**src/sv/per_source_rate_monitor_macros.svh**
```systemverilog
// Assertion macros for the per-source rate monitor
`ifndef PER_SOURCE_RATE_MONITOR_MACROS_SVH
`define PER_SOURCE_RATE_MONITOR_MACROS_SVH
`ifndef SYNTH
`define PSRM_ASSERT_IMP(lbl, ante, cons) \
  lbl: assert property (@(posedge clk) disable iff (!rst_n) (ante) |-> (cons)) \
    else $error("assertion failed");
`define PSRM_ASSERT_NXT(lbl, ante, cons) \
  lbl: assert property (@(posedge clk) disable iff (!rst_n) (ante) |=> (cons)) \
    else $error("assertion failed");
`else
`define PSRM_ASSERT_IMP(lbl, ante, cons)
`define PSRM_ASSERT_NXT(lbl, ante, cons)
`endif
`endif

```
**src/sv/psrm_pkg.sv**
```systemverilog
// Types and constants shared by the rate monitor modules
package psrm_pkg;

  localparam int KEY_W   = 32;
  localparam int CNT_W   = 32;
  localparam int RATE_W  = 32;
  localparam int WIN_W   = 16;
  localparam int PROD_W  = 42;  // 2^32 * 1000 fits in 42 bits
  localparam int DIVC_W  = 6;
  localparam logic [PROD_W-1:0] MS_PER_S = PROD_W'(1000);

  typedef enum logic [1:0] {
    CMD_RECORD = 2'd0,
    CMD_FORGET = 2'd1,
    CMD_CLEAR  = 2'd2,
    CMD_SAMPLE = 2'd3
  } cmd_t;

  typedef enum logic [2:0] {
    S_IDLE,
    S_RD,
    S_CHK,
    S_REC_WR,
    S_MUL,
    S_DIV,
    S_EVAL,
    S_EMIT
  } state_t;

  typedef struct packed {
    logic [KEY_W-1:0]  key;
    logic [CNT_W-1:0]  events;
    logic              ignored;
    logic [RATE_W-1:0] rep_rate;
  } entry_t;

endpackage

```
**src/sv/psrm_ram.sv**
```systemverilog
// Generic single-write, registered-read RAM
module psrm_ram #(
  parameter int WIDTH = 8,
  parameter int DEPTH = 16
) (
  input  logic                                     clk,
  input  logic                                     we,
  input  logic [((DEPTH > 1) ? $clog2(DEPTH) : 1)-1:0] waddr,
  input  logic [WIDTH-1:0]                         wdata,
  input  logic [((DEPTH > 1) ? $clog2(DEPTH) : 1)-1:0] raddr,
  output logic [WIDTH-1:0]                         rdata
);

  logic [WIDTH-1:0] mem [DEPTH];

  always_ff @(posedge clk) begin
    if (we) begin
      mem[waddr] <= wdata;
    end
    rdata <= mem[raddr];
  end

endmodule

```
**src/sv/psrm_div.sv**
```systemverilog
// Bit-serial restoring divider for the rate calculation
module psrm_div (
  input  logic                      clk,
  input  logic                      rst_n,
  input  logic                      start,
  input  logic [psrm_pkg::PROD_W-1:0] num,
  input  logic [psrm_pkg::WIN_W-1:0]  den,
  output logic                      done,
  output logic [psrm_pkg::PROD_W-1:0] quot
);
  import psrm_pkg::*;

  logic [WIN_W-1:0]  rem_r;
  logic [WIN_W-1:0]  den_r;
  logic [PROD_W-1:0] q_r;
  logic [DIVC_W-1:0] cnt_r;
  logic              busy_r;
  logic              done_r;
  logic [WIN_W:0]    trial;
  logic              ge;

  assign trial = {rem_r, q_r[PROD_W-1]};
  assign ge    = trial >= {1'b0, den_r};

  always_ff @(posedge clk) begin
    if (!rst_n) begin
      busy_r <= 1'b0;
      done_r <= 1'b0;
      cnt_r  <= '0;
    end else begin
      done_r <= 1'b0;
      if (start) begin
        busy_r <= 1'b1;
        cnt_r  <= DIVC_W'(PROD_W - 1);
      end else if (busy_r) begin
        cnt_r <= cnt_r - 1'b1;
        if (cnt_r == '0) begin
          busy_r <= 1'b0;
          done_r <= 1'b1;
        end
      end
    end
  end

  // one quotient bit per cycle
  always_ff @(posedge clk) begin
    if (start) begin
      rem_r <= '0;
      den_r <= den;
      q_r   <= num;
    end else if (busy_r) begin
      rem_r <= ge ? WIN_W'(trial - {1'b0, den_r}) : WIN_W'(trial);
      q_r   <= {q_r[PROD_W-2:0], ge};
    end
  end

  assign done = done_r;
  assign quot = q_r;

endmodule

```
**src/sv/per_source_rate_monitor.sv**
```systemverilog
// Top level of the per-source rate monitor
// Keeps up to TABLE_ENTRIES source counters in one RAM (key, count, ignored flag, last
// reported rate) with a valid flop per entry. Record and forget scan the table one entry
// at a time (RAM read then compare); clear drops every valid flag without a scan. A
// sample runs each valid entry through the one-bit-per-cycle 42-bit divider, skips empty
// entries, and waits while the result word is held back by out_ready. Entries never
// written are never used, so no clearing pass runs after reset. The input is taken only
// when the previous item is done.
`include "per_source_rate_monitor_macros.svh"
module per_source_rate_monitor #(
  parameter int TABLE_ENTRIES = 16
) (
  input  logic        clk,
  input  logic        rst_n,
  input  logic        in_valid,
  output logic        in_ready,
  input  logic [1:0]  in_command,
  input  logic [31:0] in_source_key,
  input  logic        in_ignored_in,
  input  logic [15:0] in_window_ms,
  output logic        out_valid,
  input  logic        out_ready,
  output logic        out_status,
  output logic [31:0] out_entry_key,
  output logic [31:0] out_rate,
  output logic [31:0] out_event_count,
  output logic        out_ignored_out,
  output logic        out_report,
  output logic        out_last,
  input  logic        cfg_wr_en,
  input  logic [31:0] cfg_wr_data
);
  import psrm_pkg::*;

  localparam int IDX_W = (TABLE_ENTRIES > 1) ? $clog2(TABLE_ENTRIES) : 1;
  localparam logic [IDX_W-1:0] IDX_LAST = IDX_W'(TABLE_ENTRIES - 1);

  state_t state_r, state_nxt;
  logic [IDX_W-1:0]         idx_r;
  cmd_t                     cmd_r;
  logic [KEY_W-1:0]         key_r;
  logic                     ign_r;
  logic [WIN_W-1:0]         win_r;
  logic                     hit_r;
  logic                     free_r;
  logic [IDX_W-1:0]         free_idx_r;
  entry_t                   ent_r;
  logic [PROD_W-1:0]        prod_r;
  logic [RATE_W-1:0]        rate_r;
  logic [TABLE_ENTRIES-1:0] valid_r;
  logic [31:0]              min_delta_r;

  logic              res_status_r, res_ign_r, res_rep_r, res_last_r;
  logic [KEY_W-1:0]  res_key_r;
  logic [RATE_W-1:0] res_rate_r;
  logic [CNT_W-1:0]  res_count_r;

  logic              out_valid_r, out_status_r, out_ign_r, out_rep_r, out_last_r;
  logic [KEY_W-1:0]  out_key_r;
  logic [RATE_W-1:0] out_rate_r;
  logic [CNT_W-1:0]  out_count_r;

  logic              mem_we;
  logic [IDX_W-1:0]  mem_waddr;
  entry_t            mem_wdata;
  entry_t            mem_rdata;
  logic [$bits(entry_t)-1:0] mem_rbits;

  logic              div_start, div_done;
  logic [PROD_W-1:0] div_quot;

  logic              in_acc, out_load, idx_last, match;
  logic [RATE_W-1:0] prev, delta, thr, new_rep;
  logic              rep;
  logic [TABLE_ENTRIES-1:0] above;

  psrm_ram #(.WIDTH($bits(entry_t)), .DEPTH(TABLE_ENTRIES)) u_ram (
    .clk   (clk),
    .we    (mem_we),
    .waddr (mem_waddr),
    .wdata (mem_wdata),
    .raddr (idx_r),
    .rdata (mem_rbits)
  );
  assign mem_rdata = entry_t'(mem_rbits);

  psrm_div u_div (
    .clk   (clk),
    .rst_n (rst_n),
    .start (div_start),
    .num   (prod_r + PROD_W'(win_r >> 1)),
    .den   (win_r),
    .done  (div_done),
    .quot  (div_quot)
  );

  assign in_ready = (state_r == S_IDLE);
  assign in_acc   = in_valid && in_ready;
  assign out_load = (state_r == S_EMIT) && (!out_valid_r || out_ready);
  assign idx_last = (idx_r == IDX_LAST);
  assign match    = valid_r[idx_r] && (mem_rdata.key == key_r);
  assign above    = (valid_r >> idx_r) >> 1;

  // report decision for the entry under evaluation
  always_comb begin
    prev    = ent_r.rep_rate;
    delta   = (rate_r > prev) ? rate_r - prev : prev - rate_r;
    thr     = (min_delta_r > (prev >> 2)) ? min_delta_r : (prev >> 2);
    if (rate_r == '0) begin
      rep = (prev != '0);
    end else if (prev == '0) begin
      rep = 1'b1;
    end else begin
      rep = (delta >= thr);
    end
    new_rep = (rate_r == '0) ? '0 : (rep ? rate_r : prev);
  end

  always_ff @(posedge clk) begin
    if (!rst_n) begin
      state_r <= S_IDLE;
    end else begin
      state_r <= state_nxt;
    end
  end

  always_comb begin
    state_nxt = state_r;
    mem_we    = 1'b0;
    mem_waddr = idx_r;
    mem_wdata = '{key: ent_r.key, events: '0, ignored: ent_r.ignored, rep_rate: new_rep};
    div_start = 1'b0;
    case (state_r)
      S_IDLE: begin
        if (in_acc) begin
          case (cmd_t'(in_command))
            CMD_CLEAR:  state_nxt = S_IDLE;
            CMD_SAMPLE: state_nxt = (in_window_ms == '0 || valid_r == '0) ? S_IDLE : S_RD;
            default:    state_nxt = S_RD;
          endcase
        end
      end
      S_RD: state_nxt = S_CHK;
      S_CHK: begin
        case (cmd_r)
          CMD_RECORD: state_nxt = (match || idx_last) ? S_REC_WR : S_RD;
          CMD_FORGET: state_nxt = (match || idx_last) ? S_IDLE : S_RD;
          default: begin
            if (valid_r[idx_r]) begin
              state_nxt = S_MUL;
            end else begin
              state_nxt = idx_last ? S_IDLE : S_RD;
            end
          end
        endcase
      end
      S_REC_WR: begin
        if (hit_r) begin
          mem_we    = 1'b1;
          mem_wdata = '{key: key_r,
                        events: (ent_r.events == '1) ? ent_r.events : ent_r.events + 1'b1,
                        ignored: ign_r, rep_rate: ent_r.rep_rate};
          state_nxt = S_IDLE;
        end else if (free_r) begin
          mem_we    = 1'b1;
          mem_waddr = free_idx_r;
          mem_wdata = '{key: key_r, events: CNT_W'(1), ignored: ign_r, rep_rate: '0};
          state_nxt = S_IDLE;
        end else begin
          state_nxt = S_EMIT;
        end
      end
      S_MUL: begin
        div_start = 1'b1;
        state_nxt = S_DIV;
      end
      S_DIV: state_nxt = div_done ? S_EVAL : S_DIV;
      S_EVAL: begin
        mem_we    = 1'b1;
        state_nxt = S_EMIT;
      end
      S_EMIT: begin
        if (out_load) begin
          state_nxt = res_last_r ? S_IDLE : S_RD;
        end
      end
      default: state_nxt = S_IDLE;
    endcase
  end

  // valid flags and configuration
  always_ff @(posedge clk) begin
    if (!rst_n) begin
      valid_r     <= '0;
      min_delta_r <= 32'd10;
    end else begin
      if (cfg_wr_en) begin
        min_delta_r <= cfg_wr_data;
      end
      if (in_acc && cmd_t'(in_command) == CMD_CLEAR) begin
        valid_r <= '0;
      end
      if (state_r == S_CHK && cmd_r == CMD_FORGET && match) begin
        valid_r[idx_r] <= 1'b0;
      end
      if (state_r == S_REC_WR && !hit_r && free_r) begin
        valid_r[free_idx_r] <= 1'b1;
      end
      // free stopped entries once sampled
      if (state_r == S_EVAL && rate_r == '0) begin
        valid_r[idx_r] <= 1'b0;
      end
    end
  end

  // working registers
  always_ff @(posedge clk) begin
    if (!rst_n) begin
      idx_r  <= '0;
      hit_r  <= 1'b0;
      free_r <= 1'b0;
    end else begin
      if (in_acc) begin
        idx_r  <= '0;
        hit_r  <= 1'b0;
        free_r <= 1'b0;
      end
      if (state_r == S_CHK) begin
        if (match) begin
          hit_r <= 1'b1;
        end else if (!valid_r[idx_r] && !free_r) begin
          free_r <= 1'b1;
        end
        if (!(match && cmd_r != CMD_SAMPLE) && !(valid_r[idx_r] && cmd_r == CMD_SAMPLE)) begin
          idx_r <= idx_r + 1'b1;
        end
      end
      if (out_load && !res_last_r) begin
        idx_r <= idx_r + 1'b1;
      end
    end
  end

  always_ff @(posedge clk) begin
    if (in_acc) begin
      cmd_r <= cmd_t'(in_command);
      key_r <= in_source_key;
      ign_r <= in_ignored_in;
      win_r <= in_window_ms;
    end
    if (state_r == S_CHK) begin
      ent_r  <= mem_rdata;
      prod_r <= PROD_W'(mem_rdata.events) * MS_PER_S;
      if (!valid_r[idx_r] && !free_r) begin
        free_idx_r <= idx_r;
      end
    end
    if (div_done) begin
      rate_r <= (div_quot[PROD_W-1:RATE_W] != '0) ? '1 : div_quot[RATE_W-1:0];
    end
    if (state_r == S_REC_WR) begin
      res_status_r <= 1'b1;
      res_key_r    <= key_r;
      res_rate_r   <= '0;
      res_count_r  <= '0;
      res_ign_r    <= 1'b0;
      res_rep_r    <= 1'b0;
      res_last_r   <= 1'b1;
    end
    if (state_r == S_EVAL) begin
      res_status_r <= 1'b0;
      res_key_r    <= ent_r.key;
      res_rate_r   <= rate_r;
      res_count_r  <= ent_r.events;
      res_ign_r    <= ent_r.ignored;
      res_rep_r    <= rep;
      res_last_r   <= (above == '0);
    end
  end

  // output word register
  always_ff @(posedge clk) begin
    if (!rst_n) begin
      out_valid_r <= 1'b0;
    end else if (out_load) begin
      out_valid_r <= 1'b1;
    end else if (out_ready) begin
      out_valid_r <= 1'b0;
    end
  end

  always_ff @(posedge clk) begin
    if (out_load) begin
      out_status_r <= res_status_r;
      out_key_r    <= res_key_r;
      out_rate_r   <= res_rate_r;
      out_count_r  <= res_count_r;
      out_ign_r    <= res_ign_r;
      out_rep_r    <= res_rep_r;
      out_last_r   <= res_last_r;
    end
  end

  assign out_valid       = out_valid_r;
  assign out_status      = out_status_r;
  assign out_entry_key   = out_key_r;
  assign out_rate        = out_rate_r;
  assign out_event_count = out_count_r;
  assign out_ignored_out = out_ign_r;
  assign out_report      = out_rep_r;
  assign out_last        = out_last_r;

  `PSRM_ASSERT_IMP(a_wr_state, mem_we, state_r == S_REC_WR || state_r == S_EVAL)
  `PSRM_ASSERT_IMP(a_div_state, div_done, state_r == S_DIV)
  `PSRM_ASSERT_IMP(a_drop_last, out_valid_r && out_status_r, out_last_r && !out_rep_r)
  `PSRM_ASSERT_NXT(a_emit_idle, out_load && res_last_r, state_r == S_IDLE)

endmodule

```
**config.mk**
```make
export PLATFORM = sky130hd
export DESIGN_NAME = per_source_rate_monitor
export DESIGN_NICKNAME = d
export VERILOG_FILES = /design/src/sv/psrm_pkg.sv /design/src/sv/psrm_ram.sv /design/src/sv/psrm_div.sv /design/src/sv/per_source_rate_monitor.sv
export VERILOG_INCLUDE_DIRS = /design/src /design/src/sv
export SDC_FILE = /design/constraint.sdc
export NUM_CORES = 2
export LEC_CHECK = 0
export ABC_AREA = 1
export ABC_CLOCK_PERIOD_IN_PS = 8300
export CAP_MARGIN = 20
export CORE_ASPECT_RATIO = 1.75
export CORE_UTILIZATION = 60
export CTS_BUF_LIST = sky130_fd_sc_hd__clkbuf_16
export CTS_CLUSTER_SIZE = 14
export DETAILED_ROUTE_END_ITERATION = 7
export DONT_BUFFER_PORTS = 1
export PLACE_DENSITY = 0.76
export SLEW_MARGIN = 10
export SYNTH_ARGS = -nofsm -noshare
export SYNTH_HDL_FRONTEND = slang
export SYNTH_SLANG_ARGS = --single-unit
```
**constraint.sdc**
```tcl
create_clock -name clk -period 8.3 [get_ports clk]
set_input_delay 1.66 -clock clk [delete_from_list [all_inputs] [get_ports clk]]
set_output_delay 1.66 -clock clk [all_outputs]
set_load 0.05 [all_outputs]
```
## Yosys cells after proc, flatten, opt, wreduce, memory -nomap -nowiden

Memories as Yosys holds them, arrays and structs flattened. A register that Yosys moved wholly into a read port is not among the register bits.
Cells that the tools add are included.

- Register bits after elaboration: 563
- Memory bits (writable): 1552
- Bits of input ports: 88
- Output and inout port bits: 102
- Logic and storage cells: 201
- Memories: 1

Memory list:

| name | depth | width | rd ports | clocked after Yosys merged registers in | wr ports | RTL line | source |
|---|---|---|---|---|---|---|---|
| u_ram.mem | 16 | 97 | 1 | 1 | 1 | psrm_ram.sv:14 | `logic [WIDTH-1:0] mem [DEPTH];` |

- $add $sub $neg: 7
- $mul: 1
- Magnitude comparators: 8
- Eq/ne operators: 17
- Shift-type cells: 1
- Muxes and demuxes: 78
- Bitwise logic cells: 6
- Reductions and logical operators: 43

Operator list:

| kind | count |
|---|---|
| two-way mux 32 bit | 10 |
| two-way mux 97 bit | 3 |
| two-way mux 16 bit | 8 |
| two-way mux 42 bit | 2 |
| logical NOT 32 bit | 2 |
| subtractor 32 bit | 2 |
| logical NOT 16 bit | 3 |
| adder 42 x 15 -> 42 bit | 1 |
| multiplier 32 x 7 -> 39 bit, second input constant | 1 |
| adder 32 x 1 -> 32 bit, second input constant | 1 |
| bitwise AND 16 bit | 2 |
| equality test 32 bit | 1 |
| equality test 32 bit, second input constant | 1 |
| >= comparator 32 bit | 1 |
| > comparator 32 x 30 -> 1 bit | 1 |
| > comparator 32 bit | 1 |
| two-way mux 1 bit | 32 |
| nonzero test 32 bit | 1 |
| two-way mux 4 bit | 7 |
| case mux 3 bit (8 select lines) | 1 |
| >= comparator 17 x 16 -> 1 bit | 1 |
| logical AND 1 bit | 16 |
| NOT 16 bit | 1 |
| OR 16 bit | 1 |
| 32 further kinds | 61 |

## Logic depth before layout (Yosys ltp)

- Depth in word-level cells: 13
- Mapped depth: 34
- Gate-level depth less buffers: 31

## Modules after synthesis

A second synthesis with hierarchy kept.

- Cells, all modules: 10600
- Area total of the unflattened synthesis: 104870.6 sq um

By module, submodules not included:

| module | instances | cells an instance | area each (sq um) | sequential area each (sq um) |
|---|---|---|---|---|
| psrm_ram | 1 | 6366 | 68035.3 | 48546.6 |
| per_source_rate_monitor | 1 | 3666 | 32348.5 | 13793.2 |
| psrm_div | 1 | 568 | 4486.8 | 2222.1 |

## Least setup slack after synthesis

No wires, ideal clock.

- Path type: input to register
- Start: input port out_ready
- End: register out_key_r[0] (netlist: out_entry_key[0]) (enable)
- Setup time: 559 ps
- Arrival time: 5857 ps
- Data required time: 7741 ps
- Slack: 1883 ps
- Stages: 2
- Buffers on the path: 0
- Cell sequence: nor2_1 -> nor2_1

- Cells in the longest elaborated chain, start to end: 2

Ends and longest elaborated chain:

| element | RTL line | source |
|---|---|---|
| start: declaration | per_source_rate_monitor.sv:22 | `input logic out_ready,` |
| logical OR 1 bit | per_source_rate_monitor.sv:99 | `assign out_load = (state_r == S_EMIT) && (!out_valid_r \|\| out_ready);` |
| logical AND 1 bit | per_source_rate_monitor.sv:99 |  |
| named net out_load | per_source_rate_monitor.sv:72 | `logic in_acc, out_load, idx_last, match;` |
| end signal: assignment | per_source_rate_monitor.sv:295 | `out_key_r <= res_key_r;` |
| end: declaration | per_source_rate_monitor.sv:59 | `logic [KEY_W-1:0] out_key_r;` |

The timed path passes the listed nets, and every way through them passes these cells.
A chain may end at the register's enable or synchronous reset.

==> impl_metrics.py <==
metrics = {
    "outcome": {
        "status": "completed",
    },
    "finish": {
        "areaGrowthSynthToFinish_pct": 8.39,
        "drive_above_1_share_pct": 5.74,
        "fin_area_sq_um": 107000,
        "final_common_cell": "edfxtp_1",
        "finalNetCount": 9161,
        "layout_common_cells": "edfxtp_1 (2030), nand2_1 (1417), nor2_1 (1190)",
        "post-route-util_pct": 65.5,
    },
    "timing": {
        "finClkSkew_ps": 97.6,
        "hold_viol_final": 0,
        "relSlewSlack_pct": 19.2,
        "slew_viol_final": 0,
        "finalSetupTns_ps": 0,
        "max_freq_mhz": 167,
        "min_period_ps": 6000,
        "setup_viol": 0,
        "worst_pin_slew_ps": 1210,
        "rsz0062_at_grt": "no",
        "finalCritPeriodShare_pct": 72.3,
    },
    "routing": {
        "via_per_inst": 6.25,
        "drtPass1Iterations": 6,
        "avgRoutedWirePerCell_um": 25.6,
        "totalWireLength_mm": 283,
        "drt_iter0_markers": 7898,
        "drtAntennaViolNets": 0,
        "via_count": 69055,
        "drc": 0,
    },
    "yosys": {
        "synth_area_leaders": "edfxtp_1 (62%), nand2_1 (5.4%), o21ai_0 (5.2%)",
        "synthAdderAreaFrac_pct": 5.59,
        "synth_top_area_share_pct": 61.9,
        "synth-compound-area-share_pct": 9.83,
        "synth_top_family_by_area": "simple AND/OR/NAND/NOR gates",
        "synth.avg_cell_area_sq_um": 11.2,
        "async_reset_ff_share_pct": 0,
        "synth.distinct_cells": 63,
        "synth_seq_cells": 2210,
        "synthMuxAreaShare_pct": 0.0203,
        "syn-num-nets": 9219,
        "netlist_area_sq_um": 98500,
        "synth_top_area_cell": "edfxtp_1",
        "synth_xor_area_share_pct": 1.38,
        "yosysSeqAreaShare_pct": 65.5,
        "synth_edf_count": 2030,
        "netlist_instances": 8764,
        "ys.flop_type": "edfxtp_1",
        "ys_warn_count": 0,
        "synth-simple-area-share_pct": 13.4,
    },
    "floorplanning": {
        "initial_utilization_pct": 60.4,
        "fp.coreArea_sq_um": 163000,
        "io_pins": 190,
        "chipHeight_um": 538,
        "fp.dieW_um": 308,
        "rows": 196,
        "die_area_sq_um": 166000,
    },
    "global_route": {
        "antenna_found_initial": 3,
        "grt_max_degree": 250,
        "grt_pass1_wl_mm": 415,
        "grt.overflow.total": 0,
        "grt_pass1_vias": 68287,
        "track_usage_pct": 33.8,
    },
    "cts": {
        "hold_buffers": 0,
        "ctsHtreeMaxLevel": 4,
        "cts_buffers": 198,
        "clkSinkCount": 2210,
        "post-cts-setup-buffers": 0,
        "root_buffer": "clkbuf_16",
        "cts_max_path_buffers": 4,
        "worstSkewPairLatency_ps": 870,
        "cts_resized": 0,
        "cts.clk_slew.worst_paths_ps": 70,
        "cts_tree": "done",
    },
    "worst_setup_path": {
        "crit_path_end_kind": "flip-flop",
        "cp_max_fo": 35,
        "critPathRequiredTime_ps": 8850,
        "cp-start-kind": "flip-flop",
        "r2r_cells": 26,
        "cp.arrival_ps": 6550,
        "crit_type": "flip-flop to flip-flop",
        "reg2reg_slack_ps": 2300,
    },
    "power": {
        "power_density_nw_per_um2": 367,
        "leakagePower_uw": 0.0386,
        "totalPowerFinal_uw": 39200,
        "irDropWorstVdd_mv": 0.651,
    },
    "min_path": {
        "holdCritPathClass": "flip-flop to flip-flop",
        "hold-path-cell-count": 0,
    },
    "job": {
        "maxCapViolCount": 0,
    },
    "place": {
        "dp_hpwl_mm": 175,
        "dpl_cell_area_sq_um": 101000,
        "io_buffers": 0,
        "place.gp.congestion": 1.05,
    },
}
worst max-delay path, stage by stage (launching register included):
cell	delay [ps]
edfxtp_1	470
inv_1	280
ha_1	530
nand2_2	130
nor2_2	270
nand2_1	110
nand3_2	110
nand2_1	70
o211ai_2	90
nand2_2	80
nand2_2	80
nand2_4	270
inv_6	360
o21ai_0	140
nand2_1	80
inv_1	40
ha_1	280
nand2_1	70
nor4_1	750
nand3_1	210
nand4_2	190
nand2_1	60
buf_4	160
buf_12	160
nand2_1	70
nand3_1	160
nand2_1	430
area by class of cell:
type                            instances  area [sq um]
Inverter                              670          2540
Fill cell                           11961         56300
Clock inverter                        163           811
Multi-Input combinational cell       5481         30000
Antenna cell                            1          2.50
Clock buffer                          198          4950
Tap cell                             2178          2730
Timing Repair Buffer                  145          1180
Sequential cell                      2210         64600
flip-flops by register name (all words and copies together) (netlist names), 32 cells and up:
name and count:
ent_r 65, u_ram.rdata 97, u_ram.mem 1552, prev 32
u_div.quot 42, out_entry_key 32, res_count_r 32, res_key_r 32
rate_r 32, min_delta_r 32, out_event_count 32, out_rate 32
key_r 32, prod_r 37, res_rate_r 32
per-stage QoR:
stage / setup WS, ps / hold slack [ps] / std cells
after floorplan: 1880 / 386 / 8764
after global placement: 2510 / 386 / 10676
after detailed placement: 2450 / 389 / 10679
after CTS: 2410 / 393 / 11040
after global routing: 1990 / 400 / 11046
final: 2300 / 395 / 11046
synthesized netlist by cell type (all sizes together), types with 11 or more instances:
cell type and count:
a21boi 11, a21o 20, a21oi 199, a31oi 17, buf 95, clkbuf 308
dfxtp 180, edfxtp 2030, fa 122, ha 245, inv 666, nand2 1435
nand3 239, nand3b 48, nand4 148, nor2 1229, nor3 54, nor4 32
o211ai 11, o21a 11, o21ai 1051, o21bai 31, o22ai 389, xnor2 48
xor2 107
routing by layer:
metal  global-route usage [%]  vias to the layer above  routed length, um
met5                        0                        -                 28
met4                     21.9                        4              20000
met3                     4.97                      971              24200
met2                     57.1                     3913             140000
met1                     40.6                    33578              99000
li1                         -                    30589                  -
power by group:
group | total (uW) | leakage, uW | switching (uW) | internal (uW)
logic | 16000 | 0.0166 | 11000 | 5030
registers | 14900 | 0.0187 | 747 | 14100
clock network | 8330 | 0.00322 | 3940 | 4390
kinds of logic after synthesis:
family          after synthesis
mux                           2
flops                      2210
fa+ha+maj                   367
compound gates             1759
xor+xnor                    155
simple gates               3198
buf+inv                    1073
worst paths after layout:
path / startpoint / to
worst max register to register: prev[6] / u_ram.mem[2][3]
worst min register to register: u_ram.rdata[23] / prev[23]
worst max-delay path: prev[6] / u_ram.mem[2][3]
worst min-delay path: u_ram.rdata[23] / prev[23]
Note: power is estimated with default switching activity, not from simulation.
